## config.mk

```make
export PLATFORM = sky130hd
export DESIGN_NAME = ipv4_cidr_text_parser_unit
export DESIGN_NICKNAME = d
export VERILOG_FILES = /design/src/rtl/icp_pkg.sv /design/src/rtl/ipv4_cidr_text_parser_unit.sv /design/src/rtl/icp_in_stage.sv /design/src/rtl/icp_char_step.sv
export SDC_FILE = /design/constraint.sdc
export NUM_CORES = 1
export LEC_CHECK = 0
export ABC_AREA = 1
export CORE_MARGIN = 2
export CORE_UTILIZATION = 30
export CTS_BUF_LIST = sky130_fd_sc_hd__clkbuf_16
export DETAILED_ROUTE_END_ITERATION = 8
export DONT_BUFFER_PORTS = 1
export SLEW_MARGIN = 20
export SYNTH_ARGS = -nofsm -noshare
export SYNTH_HDL_FRONTEND = slang
export SYNTH_SLANG_ARGS = --single-unit
```

## constraint.sdc

```tcl
create_clock -name i_clk -period 4.8 [get_ports i_clk]
set_clock_uncertainty 0.15 [all_clocks]
set_input_delay 0.24 -clock i_clk [delete_from_list [all_inputs] [get_ports i_clk]]
set_output_delay 0.24 -clock i_clk [all_outputs]
set_load 0.005 [all_outputs]
```

## src/rtl/icp_pkg.sv

```systemverilog
// Shared types and constants for the IPv4 CIDR text parser.
// No dependencies; imported by every module of the block.
package icp_pkg;

    localparam logic [7:0] CHAR_DOT   = 8'h2E;
    localparam logic [7:0] CHAR_SLASH = 8'h2F;
    localparam logic [7:0] CHAR_ZERO  = 8'h30;
    localparam logic [7:0] CHAR_NINE  = 8'h39;

    localparam int         DECIMAL_BASE  = 10;
    localparam int         FIELD_MAX     = 255;
    localparam int         PREFIX_MAX    = 32;
    localparam logic [2:0] FIELD_COUNT   = 3'd4;
    localparam logic [5:0] NO_PREFIX_LEN = 6'd32;

    typedef enum logic [3:0] {
        ST_OK                = 4'd0,
        ST_EMPTY_FIELD       = 4'd1,
        ST_TOO_MANY          = 4'd2,
        ST_LEADING_ZERO      = 4'd3,
        ST_FIELD_BIG         = 4'd4,
        ST_BAD_CHAR          = 4'd5,
        ST_TOO_FEW           = 4'd6,
        ST_PFX_LEADING_ZERO  = 4'd7,
        ST_PFX_BIG           = 4'd8,
        ST_PFX_MISSING       = 4'd9
    } t_status;

    typedef struct packed {
        logic        in_prefix;
        logic [2:0]  fields_done;
        logic [7:0]  field_value;
        logic        digit_seen;
        logic [31:0] address_bits;
        logic [5:0]  prefix_value;
        t_status     first_error;
    } t_parse_state;

    localparam t_parse_state PARSE_RESET = '{
        in_prefix:    1'b0,
        fields_done:  3'd0,
        field_value:  8'd0,
        digit_seen:   1'b0,
        address_bits: 32'd0,
        prefix_value: 6'd0,
        first_error:  ST_OK
    };

    typedef struct packed {
        logic [7:0] character;
        logic       last;
    } t_char_item;

    typedef struct packed {
        logic [31:0] address;
        logic [5:0]  prefix_length;
        t_status     status;
    } t_result;

endpackage

```

## src/rtl/ipv4_cidr_text_parser_unit.sv

```systemverilog
// IPv4 CIDR text parser: one ASCII character per item, result on the last one.
// A last character passes the input register and parse step into the result register.
// Throughput: one character per cycle; a last one waits on a full, undrained result register.
// Reset (i_rst_n low, synchronous) clears the parse state and both valid flags.
// Depends on icp_pkg, icp_in_stage and icp_char_step.
module ipv4_cidr_text_parser_unit (
    input  logic        i_clk,
    input  logic        i_rst_n,
    // character channel
    input  logic        i_valid,
    output logic        o_ready,
    input  logic [7:0]  i_character,
    input  logic        i_last,
    // result channel
    output logic        o_valid,
    input  logic        i_ready,
    output logic [31:0] o_address,
    output logic [5:0]  o_prefix_length,
    output logic [3:0]  o_status
);
    import icp_pkg::*;

    // Parse state: phase, field count, field/prefix accumulators, first error.
    t_parse_state r_state;
    t_parse_state n_state;

    // Result register, parts the step logic from the consumer.
    logic    r_out_valid;
    t_result r_out;
    t_result w_result;

    t_char_item w_in_item;
    t_char_item w_cur_item;
    logic       w_cur_valid;
    logic       w_advance;

    assign w_in_item.character = i_character;
    assign w_in_item.last      = i_last;

    icp_in_stage u_in_stage (
        .i_clk   (i_clk),
        .i_rst_n (i_rst_n),
        .i_valid (i_valid),
        .o_ready (o_ready),
        .i_item  (w_in_item),
        .i_take  (w_advance),
        .o_valid (w_cur_valid),
        .o_item  (w_cur_item)
    );

    icp_char_step u_char_step (
        .i_state      (r_state),
        .i_item       (w_cur_item),
        .o_next_state (n_state),
        .o_result     (w_result)
    );

    // A non-last character never produces a result, so it always moves on.
    // A last character needs the result register free or draining this cycle.
    assign w_advance = w_cur_valid && (!w_cur_item.last || !r_out_valid || i_ready);

    always_ff @(posedge i_clk) begin
        if (!i_rst_n) begin
            r_state     <= PARSE_RESET;
            r_out_valid <= 1'b0;
        end else begin
            if (w_advance) begin
                r_state <= n_state;
            end
            if (w_advance && w_cur_item.last) begin
                r_out_valid <= 1'b1;
            end else if (i_ready) begin
                r_out_valid <= 1'b0;
            end
        end
    end

    always_ff @(posedge i_clk) begin
        if (w_advance && w_cur_item.last) begin
            r_out <= w_result;
        end
    end

    assign o_valid         = r_out_valid;
    assign o_address       = r_out.address;
    assign o_prefix_length = r_out.prefix_length;
    assign o_status        = 4'(r_out.status);

`ifndef SYNTHESIS
    // Error results carry zero address and prefix.
    a_err_zero: assert property (@(posedge i_clk) disable iff (!i_rst_n)
        (o_valid && o_status != 4'(ST_OK)) |-> (o_address == 32'd0 && o_prefix_length == 6'd0))
        else $error("error result with nonzero payload");

    // A good result never has a prefix beyond 32.
    a_plen_range: assert property (@(posedge i_clk) disable iff (!i_rst_n)
        (o_valid && o_status == 4'(ST_OK)) |-> (o_prefix_length <= NO_PREFIX_LEN))
        else $error("prefix length out of range");

    // The parse state returns to reset after a last character is consumed.
    a_state_clear: assert property (@(posedge i_clk) disable iff (!i_rst_n)
        (w_advance && w_cur_item.last) |=> (r_state == PARSE_RESET))
        else $error("parse state not cleared after last character");

    // A new result appears only after a last character went through the step.
    a_result_source: assert property (@(posedge i_clk) disable iff (!i_rst_n)
        $rose(o_valid) |-> $past(w_advance && w_cur_item.last))
        else $error("result without a last character");
`endif

endmodule

```

## src/rtl/icp_in_stage.sv

```systemverilog
// Input register of the parser: holds one character item for the step logic.
// Depends on icp_pkg.
module icp_in_stage (
    input  logic               i_clk,
    input  logic               i_rst_n,
    input  logic               i_valid,
    output logic               o_ready,
    input  icp_pkg::t_char_item i_item,
    input  logic               i_take,
    output logic               o_valid,
    output icp_pkg::t_char_item o_item
);
    import icp_pkg::*;

    logic       r_valid;
    t_char_item r_item;
    logic       w_load;

    // Free when empty or when the held item moves on this cycle.
    assign o_ready = !r_valid || i_take;
    assign w_load  = i_valid && o_ready;

    always_ff @(posedge i_clk) begin
        if (!i_rst_n) begin
            r_valid <= 1'b0;
        end else if (w_load) begin
            r_valid <= 1'b1;
        end else if (i_take) begin
            r_valid <= 1'b0;
        end
    end

    always_ff @(posedge i_clk) begin
        if (w_load) begin
            r_item <= i_item;
        end
    end

    assign o_valid = r_valid;
    assign o_item  = r_item;

endmodule

```

## src/rtl/icp_char_step.sv

```systemverilog
// Per-character parse step: next parse state and the result of a last item.
// Purely combinational; depends on icp_pkg.
module icp_char_step (
    input  icp_pkg::t_parse_state i_state,
    input  icp_pkg::t_char_item   i_item,
    output icp_pkg::t_parse_state o_next_state,
    output icp_pkg::t_result      o_result
);
    import icp_pkg::*;

    function automatic t_parse_state close_field(t_parse_state st);
        t_parse_state r;
        r = st;
        if (!st.digit_seen) begin
            r.first_error = ST_EMPTY_FIELD;
        end else if (st.fields_done >= FIELD_COUNT) begin
            r.first_error = ST_TOO_MANY;
        end else begin
            r.address_bits = {st.address_bits[23:0], st.field_value};
            r.fields_done  = st.fields_done + 3'd1;
            r.field_value  = 8'd0;
            r.digit_seen   = 1'b0;
        end
        return r;
    endfunction

    function automatic t_parse_state close_address(t_parse_state st);
        t_parse_state r;
        r = close_field(st);
        if (r.first_error == ST_OK && r.fields_done < FIELD_COUNT) begin
            r.first_error = ST_TOO_FEW;
        end
        return r;
    endfunction

    t_parse_state s;
    logic         w_is_digit;
    logic [3:0]   w_digit;
    logic [11:0]  w_field_acc;
    logic [8:0]   w_prefix_acc;
    logic [5:0]   w_plen;

    // ASCII digits sit at 0x30..0x39, so the low nibble is the digit value.
    assign w_is_digit   = (i_item.character >= CHAR_ZERO) && (i_item.character <= CHAR_NINE);
    assign w_digit      = i_item.character[3:0];
    assign w_field_acc  = 12'(i_state.field_value) * 12'(DECIMAL_BASE) + {8'd0, w_digit};
    assign w_prefix_acc = 9'(i_state.prefix_value) * 9'(DECIMAL_BASE) + {5'd0, w_digit};

    always_comb begin
        s      = i_state;
        w_plen = NO_PREFIX_LEN;
        if (s.first_error == ST_OK) begin
            if (!s.in_prefix) begin
                if (i_item.character == CHAR_DOT) begin
                    s = close_field(s);
                end else if (w_is_digit) begin
                    if (s.digit_seen && s.field_value == 8'd0) begin
                        s.first_error = ST_LEADING_ZERO;
                    end else begin
                        s.digit_seen = 1'b1;
                        if (w_field_acc > 12'(FIELD_MAX)) begin
                            s.first_error = ST_FIELD_BIG;
                        end else begin
                            s.field_value = w_field_acc[7:0];
                        end
                    end
                end else if (i_item.character == CHAR_SLASH) begin
                    s = close_address(s);
                    if (s.first_error == ST_OK) begin
                        s.in_prefix    = 1'b1;
                        s.digit_seen   = 1'b0;
                        s.prefix_value = 6'd0;
                    end
                end else begin
                    s.first_error = ST_BAD_CHAR;
                end
            end else begin
                if (w_is_digit) begin
                    if (s.digit_seen && s.prefix_value == 6'd0) begin
                        s.first_error = ST_PFX_LEADING_ZERO;
                    end else begin
                        s.digit_seen = 1'b1;
                        if (w_prefix_acc > 9'(PREFIX_MAX)) begin
                            s.first_error = ST_PFX_BIG;
                        end else begin
                            s.prefix_value = w_prefix_acc[5:0];
                        end
                    end
                end else begin
                    s.first_error = ST_BAD_CHAR;
                end
            end
        end

        // End of text: finish the open part.
        if (i_item.last && s.first_error == ST_OK) begin
            if (!s.in_prefix) begin
                s = close_address(s);
            end else if (!s.digit_seen) begin
                s.first_error = ST_PFX_MISSING;
            end else begin
                w_plen = s.prefix_value;
            end
        end

        o_result.status = s.first_error;
        if (s.first_error == ST_OK) begin
            o_result.address       = s.address_bits;
            o_result.prefix_length = w_plen;
        end else begin
            o_result.address       = 32'd0;
            o_result.prefix_length = 6'd0;
        end

        o_next_state = i_item.last ? PARSE_RESET : s;
    end

endmodule

```

==> out/qor.yml <==
floorplanning:
  design.core.area_sq_um: 26800
  pin_count: 57
  dieWidth_um: 169
  die_y_um: 169
  fp.dieArea_sq_um: 28400
  floorplan.rows: 60
  floorplan.initialDensity: 0.303
critical_path:
  cp_cell_sequence: "ha_1, ha_1, inv_1, fa_1, nor2_1, nand3_1, nand3_1, nand2_1, nor2_1, nand2_1, nand3_1, nand2_2, nor2_4, nand3_4, nor2_4, buf_4, nand2_1, o21ai_0, nor2_2"
  critPathSlowestCell: "nor2_4"
  max_stage_delay_ns: 0.55
  critical-path-top-delay-family: "simple AND/OR/NAND/NOR gates"
  crit_buf_inv: 2
  reg2reg_slack_ns: 0.70
  cp_max_fo: 25
  cp.arrival_ns: 4.07
  timing.setup.critical_path_class: "register to register"
  timing.critical_path.required_ns: 4.77
  endpoint_kind_of_the_worst_setup_timing_path: "register"
  crit_path_start_kind: "register"
synth:
  syn_area_sq_um: 8130
  async_flop_share: 0
  netlist-cell-type-count: 47
  syn_area_per_cell_sq_um: 6.93
  synth_ff_type: "dfxtp_1"
  synthesis.yosys.warnings: 0
  synth.yosys.seq_area_share: 0.329
  synth_top_area_frac: 0.188
  postSynthCellCount: 1173
  synth_area_leaders: "edfxtp_1 19%, nand2_1 19%, dfxtp_1 14%"
  synth_edf_count: 51
  syn_nets: 1220
  synth_top_cell_by_area: "edfxtp_1"
  register_bit_total_from_synthesis: 108
detailed_routing:
  post_drt_wl_per_cell_um: 14.7
  viasPerCell: 4.99
  drtAntennaViolNets: 0
  via_count: 7513
  postRouteWirelength_um: 22100
  route.detailed.drc: 0
  drt_pre_antenna_iters: 5
  drt-initial-drc-count: 620
grt:
  largest_net_degree_at_the_start_of_global_routing: 57
  initial_antenna_violation_count: 0
  wire_length_of_the_first_global_routing_pass_um: 36900
  number_of_global_route_vias_before_repair: 7225
  gr-usage-all-layers: 0.159
  overflow: 0
cells_and_area:
  mostFrequentLayoutCell: "nand2_1"
  post-route-cell-area_sq_um: 8840
  fillerInstances: 2791
  drive_above_1_share: 0.106
  n_antenna_cell: 0
  area_growth_syn_to_layout_pct: 8.75
  nNetsFinal: 1208
  layout.cells.most_common_list: "405 x nand2_1, 109 x inv_1, 81 x nand3_1, 75 x a21oi_1, 57 x dfxtp_1"
run_status:
  run_status: "completed"
timing:
  timing.final.ws_setup_ns: 0.697
  timing.fmax_mhz: 244
  fin_crit_ns: 4.10
  layout_worst_path_cycle_share: 0.855
  setup_violations: 0
  rsz0062_at_grt: "no"
  final-hold-violation-count: 0
  fin_hold_ws_ns: 0.0593
  final.setup.tns_ns: 0
  timing_worst_slew_pin_value_ns: 1.09
  worst_slew_margin_rel: 0.271
  maxSlewViolCount: 0
pwr:
  report.power.total_mw: 1.93
  leakagePower_nw: 3.70
  pwr_density_cell_nw_per_um2: 218
  worst_vdd_ir_uv: 153
placed_design:
  port-buffer-count: 0
  dpl.hpwl_um: 15400
  place.gp.congestion: 0.872
  place_area_sq_um: 8420
  dpl_worst_slack_ns: 0.698
clock_tree:
  clock_sink_count: 108
  cts_buffer_depth: 2
  clock_latency_at_the_later_pin_of_the_worst_skew_pair_ns: 0.36
  cts_tree: "built"
  cts_htree_levels: 3
  cts_root_buffer: "clkbuf_16"
  cts_buf_count: 9
  clkSlewWorstSetupHoldPaths_ns: 0.08
  cts_setup_buffers: 0
  post_cts.resized_instances: 0
  cts-hold-fix-buffers: 11
worst_hold_path:
  timing.hold.worst.class: "input pin to register"
flow_run:
  max-cap-violations: 0
==> cell type report <==
| cell class | count | area, sq um | share of cell area |
|---|---|---|---|
| well taps | 341 | 427 | 0.0483 |
| repair buffers | 27 | 268 | 0.0303 |
| multi-input cells | 879 | 4660 | 0.527 |
| clock buffers | 9 | 225 | 0.0255 |
| inverters | 136 | 512 | 0.0579 |
| clock inverters | 7 | 75.1 | 0.00850 |
| flip-flops and latches | 108 | 2670 | 0.302 |
==> stage by stage <==
| stage | cells | util |
|---|---|---|
| 2_1_floorplan | 1173 | - |
| 3_3_place_gp | 1480 | 0.314 |
| 3_5_place_dp | 1480 | 0.314 |
| 4_1_cts | 1507 | 0.330 |
| 5_1_grt | 1507 | 0.330 |
| 6_report | 1507 | 0.330 |
==> tightest hold or removal path, delay by kind of cell <==
kind            cells  cell delay [ns]
simple gates        1             0.08
buf+inv             1             0.04
compound gates      1             0.17
==> metal layers <==
metal | share of wire | vias up | GRT usage
li1 | - | 3809 | -
met1 | 0.48 | 3482 | 0.220
met2 | 0.44 | 204 | 0.255
met3 | 0.060 | 18 | 0.0285
met4 | 0.012 | 0 | 0.0435
met5 | 0 | - | 0
==> cells by family (layout without fill, tap and decap cells) <==
group                      count (synthesis)  count (layout)  share of synthesized area
xor gates and xnor gates                   9               9                     0.0106
DFF                                      108             108                      0.329
adders and majority gates                 34              34                     0.0561
AOI/OAI and AO/OA                        224             224                      0.166
buffers and inverters                    186             179                     0.0989
and+or+nand+nor                          612             612                      0.340
==> path summary, 6_finish.rpt <==
kind               startpoint            end  cells after the start
setup / recovery   r_state[5]  o_address[15]                     19
hold / removal        i_ready        o_valid                      3
setup reg to reg   r_state[5]  o_address[15]                     19
hold reg to reg   r_state[41]    r_state[41]                      2
==> sequential cells by signal, indices dropped and copies added, names as in the netlist <==
name / count
o_address: 32
o_prefix_length: 6
o_status: 4
o_valid: 1
r_state: 55
u_in_stage.o_item: 9
u_in_stage.o_valid: 1
==> synth_stat cells (all sizes together) (3+ instances only) <==
| master | number |
|---|---|
| nor3 | 3 |
| clkinv | 8 |
| nand3 | 88 |
| nand2 | 412 |
| nor2 | 86 |
| o211ai | 26 |
| ha | 30 |
| xnor2 | 3 |
| o22ai | 7 |
| a31oi | 5 |
| a21oi | 83 |
| inv | 128 |
| nand4 | 10 |
| buf | 26 |
| a21boi | 3 |
| nand3b | 10 |
| fa | 4 |
| o21a | 16 |
| o21ai | 82 |
| clkbuf | 24 |
| xor2 | 6 |
| edfxtp | 51 |
| dfxtp | 57 |
==> where the power goes <==
group          total [mW]  switching, mW  internal [mW]  leakage [nW]
registers           0.988         0.0123          0.975         0.958
clock network       0.793          0.382          0.411         0.151
logic               0.149          0.109         0.0401          2.59
total                1.93          0.503           1.43          3.70
No activity file was read; power rests on OpenSTA's default activity.
